$ cat src/rtl/core/stack_alu_unit_assert.svh
// ---------------------------------------------------------------------------
// stack_alu_unit assertion macros
// Shared forms for the concurrent checks of the stack ALU unit.
// ---------------------------------------------------------------------------
`ifndef STACK_ALU_UNIT_ASSERT_SVH
`define STACK_ALU_UNIT_ASSERT_SVH

// The consequent must hold in the same cycle as the antecedent.
`define SAU_CHECK_NOW(label, ante, cons, msg) \
    label: assert property (@(posedge i_clk) disable iff (!i_rst_n) \
        (ante) |-> (cons)) else $error(msg);

// The consequent must hold in the cycle after the antecedent.
`define SAU_CHECK_NEXT(label, ante, cons, msg) \
    label: assert property (@(posedge i_clk) disable iff (!i_rst_n) \
        (ante) |=> (cons)) else $error(msg);

`endif

$ cat src/rtl/core/sau_pkg.sv
// ---------------------------------------------------------------------------
// sau_pkg
// Types, codes and sizes shared by the stack ALU unit modules.
// ---------------------------------------------------------------------------
package sau_pkg;

    localparam int STACK_DEPTH = 64;
    localparam int DATA_W      = 32;
    // The top entry lives in a register, so the memory holds one entry less.
    localparam int MEM_DEPTH   = STACK_DEPTH - 1;
    localparam int ADDR_W      = (MEM_DEPTH > 1) ? $clog2(MEM_DEPTH) : 1;
    localparam int CNT_W       = $clog2(STACK_DEPTH + 1);
    localparam int DEPTH_OUT_W = 7;
    localparam int DIV_STEPS   = DATA_W;
    localparam int DIV_CNT_W   = $clog2(DIV_STEPS);

    typedef enum logic [2:0] {
        MODE_PUSH = 3'd0,
        MODE_POP  = 3'd1,
        MODE_SWAP = 3'd2,
        MODE_SUB  = 3'd3,
        MODE_MUL  = 3'd4,
        MODE_DIV  = 3'd5
    } t_mode;

    typedef enum logic [2:0] {
        ST_OK      = 3'd0,
        ST_EMPTY   = 3'd1,
        ST_FEW     = 3'd2,
        ST_DIVZERO = 3'd3,
        ST_FULL    = 3'd4
    } t_status;

    typedef enum logic [1:0] {
        SRC_MEM = 2'd0,
        SRC_SUB = 2'd1,
        SRC_MUL = 2'd2,
        SRC_DIV = 2'd3
    } t_top_src;

    typedef struct packed {
        t_mode              mode;
        logic signed [31:0] push_value;
    } t_in;

    typedef struct packed {
        t_status            status;
        logic signed [31:0] top_value;
        logic               top_valid;
        logic [6:0]         depth_after;
    } t_out;

    // Controller to datapath.
    typedef struct packed {
        logic     push;
        logic     dec;
        logic     wr_top;
        logic     ld_top;
        t_top_src top_src;
        logic     div_start;
    } t_cmd;

    // Datapath to controller.
    typedef struct packed {
        logic empty;
        logic few;
        logic full;
        logic top_zero;
        logic div_done;
    } t_stat;

endpackage

$ cat src/rtl/core/stack_alu_unit.sv
// ---------------------------------------------------------------------------
// stack_alu_unit
// Bounded stack of 32-bit integers with push, pop, swap, sub, mul and div.
// ---------------------------------------------------------------------------
//  channel   | handshake             | payload
//  ----------+-----------------------+---------------------------
//  command   | start, busy           | i_in  (mode, push_value)
//  result    | o_done (one cycle)    | o_out (status, top_value,
//            |                       |        top_valid, depth_after)
//
// Push, pop of the last entry and every rejected command strobe o_done in
// the cycle after acceptance. Pop, swap, sub and mul pass through S_EXEC
// for the registered read of the word below the top. Div also passes
// through S_EXEC, then waits in S_DIVW for the one-bit-per-cycle divider.
// Reset is synchronous; the stack comes up empty and needs no clearing.
// busy is high from acceptance through the result strobe; the receiver
// cannot stall the result.
`include "stack_alu_unit_assert.svh"

module stack_alu_unit (
    input  logic          i_clk,
    input  logic          i_rst_n,
    input  logic          start,
    output logic          busy,
    input  sau_pkg::t_in  i_in,
    output logic          o_done,
    output sau_pkg::t_out o_out
);
    import sau_pkg::*;

    t_cmd    cmd;
    t_stat   stat;
    t_status status;
    logic [31:0] top_value;
    logic        top_valid;
    logic [6:0]  depth;

    sau_ctrl u_ctrl (
        .i_clk    (i_clk),
        .i_rst_n  (i_rst_n),
        .i_start  (start),
        .i_mode   (i_in.mode),
        .i_stat   (stat),
        .o_cmd    (cmd),
        .o_status (status),
        .o_busy   (busy),
        .o_done   (o_done)
    );

    sau_dpath u_dpath (
        .i_clk        (i_clk),
        .i_rst_n      (i_rst_n),
        .i_cmd        (cmd),
        .i_push_value (i_in.push_value),
        .o_stat       (stat),
        .o_top_value  (top_value),
        .o_top_valid  (top_valid),
        .o_depth      (depth)
    );

    assign o_out.status      = status;
    assign o_out.top_value   = top_value;
    assign o_out.top_valid   = top_valid;
    assign o_out.depth_after = depth;

    `SAU_CHECK_NEXT(a_busy_after_accept, start && !busy, busy, "busy low after a command word was taken")
    `SAU_CHECK_NEXT(a_single_strobe, o_done, !o_done, "result strobe held longer than one cycle")
    `SAU_CHECK_NOW(a_full_depth, o_done && (o_out.status == ST_FULL), o_out.depth_after == 7'(STACK_DEPTH), "full status with a stack that is not full")
    `SAU_CHECK_NOW(a_few_depth, o_done && (o_out.status == ST_FEW), o_out.depth_after < 7'd2, "too-few status with two or more entries")

endmodule

$ cat src/rtl/core/sau_div.sv
// ---------------------------------------------------------------------------
// sau_div
// Iterative signed 32-bit divider, one quotient bit per cycle, truncating.
// ---------------------------------------------------------------------------
module sau_div (
    input  logic                      i_clk,
    input  logic                      i_rst_n,
    input  logic                      i_start,
    input  logic [sau_pkg::DATA_W-1:0] i_dividend,
    input  logic [sau_pkg::DATA_W-1:0] i_divisor,
    output logic                      o_done,
    output logic [sau_pkg::DATA_W-1:0] o_quot
);
    import sau_pkg::*;

    logic                 r_run;
    logic                 r_fin;
    logic [DIV_CNT_W-1:0] r_cnt;
    logic                 r_neg;
    logic [DATA_W-1:0]    r_rem;
    logic [DATA_W-1:0]    r_quo;
    logic [DATA_W-1:0]    r_den;

    logic [DATA_W:0]      shifted;
    logic                 fits;
    logic [DATA_W-1:0]    mag_a;
    logic [DATA_W-1:0]    mag_b;

    assign mag_a   = i_dividend[DATA_W-1] ? (~i_dividend + 1'b1) : i_dividend;
    assign mag_b   = i_divisor[DATA_W-1]  ? (~i_divisor + 1'b1)  : i_divisor;
    assign shifted = {r_rem, r_quo[DATA_W-1]};
    assign fits    = (shifted >= {1'b0, r_den});

    always_ff @(posedge i_clk) begin
        if (!i_rst_n) begin
            r_run <= 1'b0;
            r_fin <= 1'b0;
            r_cnt <= '0;
        end else begin
            r_fin <= 1'b0;
            if (i_start) begin
                r_run <= 1'b1;
                r_cnt <= DIV_CNT_W'(DIV_STEPS - 1);
            end else if (r_run) begin
                r_cnt <= r_cnt - 1'b1;
                if (r_cnt == '0) begin
                    r_run <= 1'b0;
                    r_fin <= 1'b1;
                end
            end
        end
    end

    always_ff @(posedge i_clk) begin
        if (i_start) begin
            r_rem <= '0;
            r_quo <= mag_a;
            r_den <= mag_b;
            r_neg <= i_dividend[DATA_W-1] ^ i_divisor[DATA_W-1];
        end else if (r_run) begin
            r_rem <= fits ? DATA_W'(shifted - {1'b0, r_den}) : shifted[DATA_W-1:0];
            r_quo <= {r_quo[DATA_W-2:0], fits};
        end
    end

    // The most negative value divided by minus one comes out as itself.
    assign o_quot = r_neg ? (~r_quo + 1'b1) : r_quo;
    assign o_done = r_fin;

endmodule

$ cat src/rtl/core/sau_dpath.sv
// ---------------------------------------------------------------------------
// sau_dpath
// Stack storage, top-of-stack register, entry count and arithmetic.
// ---------------------------------------------------------------------------
module sau_dpath (
    input  logic                          i_clk,
    input  logic                          i_rst_n,
    input  sau_pkg::t_cmd                 i_cmd,
    input  logic [31:0]                   i_push_value,
    output sau_pkg::t_stat                o_stat,
    output logic [31:0]                   o_top_value,
    output logic                          o_top_valid,
    output logic [6:0]                    o_depth
);
    import sau_pkg::*;

    // Entries below the top word; the top word is held in r_top.
    logic [DATA_W-1:0] mem [MEM_DEPTH];
    logic [DATA_W-1:0] r_rdata;
    logic [DATA_W-1:0] r_top;
    logic [CNT_W-1:0]  r_count;
    logic [DATA_W-1:0] n_top;

    logic [ADDR_W-1:0] rd_addr;
    logic [ADDR_W-1:0] wr_addr;
    logic [DATA_W-1:0] wr_data;
    logic              wr_en;
    logic              empty;
    logic              div_done;
    logic [DATA_W-1:0] div_quot;

    assign empty   = (r_count == '0);
    assign rd_addr = ADDR_W'(r_count - CNT_W'(2));

    always_comb begin
        wr_en   = 1'b0;
        wr_addr = rd_addr;
        wr_data = r_top;
        if (i_cmd.push) begin
            // The old top moves down into memory.
            wr_en   = !empty;
            wr_addr = ADDR_W'(r_count - CNT_W'(1));
        end else if (i_cmd.wr_top) begin
            wr_en   = 1'b1;
        end
    end

    always_ff @(posedge i_clk) begin
        if (wr_en) begin
            mem[wr_addr] <= wr_data;
        end
        r_rdata <= mem[rd_addr];
    end

    sau_div u_div (
        .i_clk      (i_clk),
        .i_rst_n    (i_rst_n),
        .i_start    (i_cmd.div_start),
        .i_dividend (r_rdata),
        .i_divisor  (r_top),
        .o_done     (div_done),
        .o_quot     (div_quot)
    );

    always_comb begin
        unique case (i_cmd.top_src)
            SRC_MEM: n_top = r_rdata;
            SRC_SUB: n_top = r_rdata - r_top;
            SRC_MUL: n_top = DATA_W'(r_rdata * r_top);
            SRC_DIV: n_top = div_quot;
        endcase
    end

    always_ff @(posedge i_clk) begin
        if (i_cmd.push) begin
            r_top <= i_push_value;
        end else if (i_cmd.ld_top) begin
            r_top <= n_top;
        end
    end

    always_ff @(posedge i_clk) begin
        if (!i_rst_n) begin
            r_count <= '0;
        end else if (i_cmd.push) begin
            r_count <= r_count + CNT_W'(1);
        end else if (i_cmd.dec) begin
            r_count <= r_count - CNT_W'(1);
        end
    end

    assign o_stat.empty    = empty;
    assign o_stat.few      = (r_count < CNT_W'(2));
    assign o_stat.full     = (r_count == CNT_W'(STACK_DEPTH));
    assign o_stat.top_zero = (r_top == '0);
    assign o_stat.div_done = div_done;

    assign o_top_value = empty ? '0 : r_top;
    assign o_top_valid = !empty;
    assign o_depth     = DEPTH_OUT_W'(r_count);

endmodule

$ cat src/rtl/core/sau_ctrl.sv
// ---------------------------------------------------------------------------
// sau_ctrl
// Sequencer of the stack ALU unit: checks, datapath commands and status.
// ---------------------------------------------------------------------------
module sau_ctrl (
    input  logic             i_clk,
    input  logic             i_rst_n,
    input  logic             i_start,
    input  sau_pkg::t_mode   i_mode,
    input  sau_pkg::t_stat   i_stat,
    output sau_pkg::t_cmd    o_cmd,
    output sau_pkg::t_status o_status,
    output logic             o_busy,
    output logic             o_done
);
    import sau_pkg::*;

    typedef enum logic [3:0] {
        S_IDLE = 4'b0001,
        S_EXEC = 4'b0010,
        S_DIVW = 4'b0100,
        S_RESP = 4'b1000
    } t_state;

    t_state  r_state;
    t_state  n_state;
    t_mode   r_mode;
    t_mode   n_mode;
    t_status r_status;
    t_status n_status;

    always_comb begin
        n_state  = r_state;
        n_mode   = r_mode;
        n_status = r_status;
        o_cmd    = '0;
        o_cmd.top_src = SRC_MEM;

        unique case (r_state)
            S_IDLE: begin
                if (i_start) begin
                    n_mode   = i_mode;
                    n_status = ST_OK;
                    n_state  = S_RESP;
                    unique case (i_mode)
                        MODE_PUSH: begin
                            if (i_stat.full) begin
                                n_status = ST_FULL;
                            end else begin
                                o_cmd.push = 1'b1;
                            end
                        end
                        MODE_POP: begin
                            if (i_stat.empty) begin
                                n_status = ST_EMPTY;
                            end else if (i_stat.few) begin
                                o_cmd.dec = 1'b1;
                            end else begin
                                n_state = S_EXEC;
                            end
                        end
                        MODE_SWAP, MODE_SUB, MODE_MUL: begin
                            if (i_stat.few) begin
                                n_status = ST_FEW;
                            end else begin
                                n_state = S_EXEC;
                            end
                        end
                        MODE_DIV: begin
                            if (i_stat.few) begin
                                n_status = ST_FEW;
                            end else if (i_stat.top_zero) begin
                                n_status = ST_DIVZERO;
                            end else begin
                                n_state = S_EXEC;
                            end
                        end
                        default: begin
                            // Unused opcodes leave the stack alone.
                        end
                    endcase
                end
            end
            S_EXEC: begin
                // The word below the top is now in the memory read register.
                n_state = S_RESP;
                unique case (r_mode)
                    MODE_POP: begin
                        o_cmd.ld_top = 1'b1;
                        o_cmd.dec    = 1'b1;
                    end
                    MODE_SWAP: begin
                        o_cmd.ld_top = 1'b1;
                        o_cmd.wr_top = 1'b1;
                    end
                    MODE_SUB: begin
                        o_cmd.ld_top  = 1'b1;
                        o_cmd.top_src = SRC_SUB;
                        o_cmd.dec     = 1'b1;
                    end
                    MODE_MUL: begin
                        o_cmd.ld_top  = 1'b1;
                        o_cmd.top_src = SRC_MUL;
                        o_cmd.dec     = 1'b1;
                    end
                    MODE_DIV: begin
                        o_cmd.div_start = 1'b1;
                        n_state         = S_DIVW;
                    end
                    default: begin
                    end
                endcase
            end
            S_DIVW: begin
                o_cmd.top_src = SRC_DIV;
                if (i_stat.div_done) begin
                    o_cmd.ld_top = 1'b1;
                    o_cmd.dec    = 1'b1;
                    n_state      = S_RESP;
                end
            end
            S_RESP: begin
                n_state = S_IDLE;
            end
            default: begin
                n_state = S_IDLE;
            end
        endcase
    end

    always_ff @(posedge i_clk) begin
        if (!i_rst_n) begin
            r_state  <= S_IDLE;
            r_mode   <= MODE_PUSH;
            r_status <= ST_OK;
        end else begin
            r_state  <= n_state;
            r_mode   <= n_mode;
            r_status <= n_status;
        end
    end

    assign o_status = r_status;
    assign o_busy   = (r_state != S_IDLE);
    assign o_done   = (r_state == S_RESP);

endmodule

$ cat config.mk
export PLATFORM = sky130hd
export DESIGN_NAME = stack_alu_unit
export DESIGN_NICKNAME = d
export VERILOG_FILES = /design/src/rtl/core/sau_pkg.sv /design/src/rtl/core/stack_alu_unit.sv /design/src/rtl/core/sau_div.sv /design/src/rtl/core/sau_dpath.sv /design/src/rtl/core/sau_ctrl.sv
export VERILOG_INCLUDE_DIRS = /design/src /design/src/rtl/core
export SDC_FILE = /design/constraint.sdc
export NUM_CORES = 2
export LEC_CHECK = 0
export BUFFER_PORTS_ARGS = -buffer_cell sky130_fd_sc_hd__buf_2
export CORE_UTILIZATION = 54
export DETAILED_ROUTE_END_ITERATION = 7
export HOLD_SLACK_MARGIN = 0.15
export PLACE_DENSITY = 0.7
export SETUP_SLACK_MARGIN = 0.02
export SLEW_MARGIN = 40
export SYNTH_ARGS = -nofsm -noshare
export SYNTH_HDL_FRONTEND = slang
export SYNTH_SLANG_ARGS = --single-unit
export TNS_END_PERCENT = 100
$ cat constraint.sdc
create_clock -name i_clk -period 8.7 [get_ports i_clk]
set_clock_uncertainty 0.05 [all_clocks]
set_input_delay 0.87 -clock i_clk [delete_from_list [all_inputs] [get_ports i_clk]]
set_output_delay 0.87 -clock i_clk [all_outputs]
set_load 0.05 [all_outputs]
==> results.py <==
metrics = {
    "run_status": {
        "run_status": "finished, final reports clean",
    },
    "clocking": {
        "clkSlewWorstSetupHoldPaths_ns": 0.07,
        "post_cts_resize_count": 0,
        "clock-sinks": 2201,
        "root_buffer": "clkbuf_16",
        "tritoncts.num_buffers": 216,
        "h-tree-depth": 4,
        "cts_hold_buffers": 0,
        "clk_latency_ns": 0.88,
        "cts_max_path_buffers": 3,
        "cts_tree": "built",
        "cts.repair_timing.setup_buffer_count": 0,
    },
    "synthesis": {
        "post-synth-top-area-fraction_pct": 60.1,
        "synthDistinctLibCells": 79,
        "netlist_top_cells_area": "edfxtp_1 60%, mux4_2 14%, fa_1 7.8%",
        "sequential_element_share_of_the_synthesized_area_pct": 61.8,
        "synth-edff-count": 2113,
        "syn-mean-instance-area_um2": 16.7,
        "synthDominantAreaCellType": "edfxtp_1",
        "warnings_from_yosys": 0,
        "synth.ff_latch_count": 2201,
        "netlist_area_um2": 106000,
        "synth_fp_nets": 6993,
        "most_used_flip_flop_cell_after_synthesis": "edfxtp_1",
        "synth-async-reset-ratio_pct": 0,
        "syn_inst": 6331,
    },
    "pwr": {
        "design_power_total_mw": 33.9,
        "power_per_cell_area_nw_per_um2": 287,
        "static-leakage-power_nw": 40.2,
        "vdd.ir_drop.worst_uv": 878,
    },
    "drt": {
        "drt_drc_violations_left": 0,
        "drtAntennaViolNets": 0,
        "finalWirelength_um": 295000,
        "route.detailed.vias_per_inst": 6.44,
        "firstDrtPassIters": 5,
        "num_vias": 59600,
        "drt_iter0_markers": 7572,
        "routed_wire_length_per_instance_um": 31.9,
    },
    "global_routing": {
        "global_route.overflow_total": 0,
        "grt_antenna_before_repair": 10,
        "pin_count_of_the_biggest_net_entering_global_routing": 95,
        "first_global_vias": 60300,
        "grt_first_pass_wirelength_um": 427000,
        "grt_util_all_layers_pct": 30.4,
    },
    "critical_path": {
        "worstPathCellList": "buf_4 -> ha_1 -> fa_1 -> fa_1 -> inv_1 -> fa_1 -> fa_1 -> inv_1 -> ha_1 -> ha_1 -> fa_1 -> fa_1 -> ha_1 -> a211oi_1 -> nand2_1 -> o21ai_0 -> a21oi_1 -> a31oi_1 -> a211o_1 -> xnor2_1 -> a221oi_2 -> o22ai_1",
        "crit_path_start_kind": "flip-flop",
        "critPathRequiredTime_ns": 9.22,
        "timing_worst_setup_path_type": "flip-flop to flip-flop",
        "cp_slowest_cell": "dfxtp_1",
        "cp_delay_by_family_top": "adder cells",
        "worstPathArrival_ns": 8.68,
        "timing.critical_path.to_type": "flip-flop",
        "path_common_cell": "fa_1",
        "crit_path_max_incr_delay_ns": 0.78,
        "critPathMaxFanout": 14,
        "worst_path_buf_inv": 3,
    },
    "floorplanning": {
        "die_w_um": 444,
        "top_level_ports": 83,
        "design.core.area_um2": 193000,
        "num_rows": 161,
        "design.die.area_um2": 197000,
        "floorplan.initialDensity_pct": 54.6,
        "die_height_um": 444,
    },
    "timing": {
        "period_minus_slack_ns": 8.16,
        "totalNegativeSetupSlack_ns": 0,
        "worst_slew_pin_slew_ns": 1.01,
        "setup_ws_post_layout_ns": 0.542,
        "rsz0062_at_grt": "false",
        "final_hold_viol_count": 0,
        "total_of_endpoints_with_negative_setup_slack_in_the_final_report": 0,
        "slew_headroom_pct": 32.0,
        "max_slew_vio_count": 0,
        "fin_crit_sh_pct": 93.8,
        "fmaxAchievable_mhz": 123,
    },
    "placed_design": {
        "place.port_buffers": 82,
        "place_hpwl_um": 189000,
        "finalWeightedCongestion": 0.927,
        "place_worst_setup_slack_ns": 0.764,
    },
    "cells_and_area": {
        "layout.cells.most_common_list": "2113 x edfxtp_1, 634 x mux4_2, 481 x inv_1",
        "layout.cells.most_common": "edfxtp_1",
        "fin_nets": 7201,
        "fillCellCount": 13900,
        "drive_above_1_share_pct": 20.7,
        "area_delta_synth_final_pct": 11.8,
    },
    "run": {
        "max-cap-violations": 0,
    },
    "worst_hold_path": {
        "class_of_the_tightest_hold_or_removal_check": "primary input to flip-flop",
    },
}
kinds of logic after synthesis:
logic type | synth area share [%]
AO/OA/AOI/OAI | 3.65
XOR/XNOR | 1.91
adder cells (fa/ha/maj) | 10.3
multiplexers | 14.0
flip-flops | 61.8
AND/OR/NAND/NOR | 5.34
buffers and inverters | 2.97
flip-flops by register name (all words and copies together) (netlist names):
register	count
u_dpath.mem	2016
u_dpath.r_rdata	32
u_dpath.r_top	32
u_dpath.u_div.r_den	32
u_dpath.u_div.r_quo	32
u_dpath.u_div.r_rem	32
u_dpath.o_depth	7
u_dpath.u_div.r_cnt	5
u_ctrl.r_state	4
u_ctrl.o_status	3
u_ctrl.r_mode	3
u_dpath.u_div.o_done	1
u_dpath.u_div.r_neg	1
u_dpath.u_div.r_run	1
per-layer routing:
layer | GRT usage, % | wire [µm] | vias to the layer above
li1 | - | - | 24400
met1 | 41.1 | 111000 | 31400
met2 | 48.2 | 141000 | 3331
met3 | 6.38 | 29700 | 533
met4 | 13.0 | 14100 | 2
met5 | 0 | 12 | -
Yosys cell counts, types with 26 or more instances:
master	count
o21ai_0	161
a21oi_1	138
inv_1	482
nand3_1	47
dfxtp_1	88
ha_1	214
mux4_2	634
a21o_1	31
mux2i_1	49
o31ai_1	29
a31oi_1	31
nor3_1	35
xnor2_1	151
nand2b_1	26
xor2_1	79
edfxtp_1	2113
nand2_1	384
fa_1	410
nor2_1	271
buf_1	62
and2_1	266
clkbuf_1	259
power breakdown:
group | switching (mW) | internal, mW | total (mW)
Clock | 4.06 | 5.42 | 9.48
Sequential | 0.0706 | 11.5 | 11.6
Combinational | 7.46 | 5.39 | 12.8
Total | 11.6 | 22.3 | 33.9
layout make-up:
class	instances	area, µm²	area share, %
Antenna cell	3	7.51	0.00636
Clock buffer	272	5700	4.83
Clock inverter	131	1460	1.23
Inverter	484	1820	1.54
Multi-Input combinational cell	3304	37800	32.0
Sequential cell	2201	65200	55.3
Tap cell	2526	3160	2.68
Timing Repair Buffer	332	2830	2.40
metrics by stage:
| stage | utilization, % | hold WS (ns) | std cells | cell area [µm²] |
|---|---|---|---|---|
| after global routing | 61.0 | 0.261 | 9250 | 118000 |
| after global placement | 56.9 | 0.424 | 8810 | 110000 |
| final | 61.0 | 0.275 | 9253 | 118000 |
| after CTS | 61.0 | 0.220 | 9247 | 118000 |
| after floorplan | - | 0.403 | 6331 | 106000 |
| after detailed placement | 57.3 | 0.431 | 8844 | 111000 |
path summary, 6_finish.rpt:
kind	from	to	slack, ns	cells past startpoint
worst max-delay path	u_dpath.r_rdata[6]	u_dpath.r_top[29]	0.54	22
worst min-delay path	i_in[22]	u_dpath.r_top[22]	0.27	2
worst max register to register	u_dpath.r_rdata[6]	u_dpath.r_top[29]	0.54	22
worst min register to register	u_dpath.u_div.r_rem[7]	u_dpath.u_div.r_rem[7]	0.44	2
No activity file was read; power rests on OpenSTA's default activity.
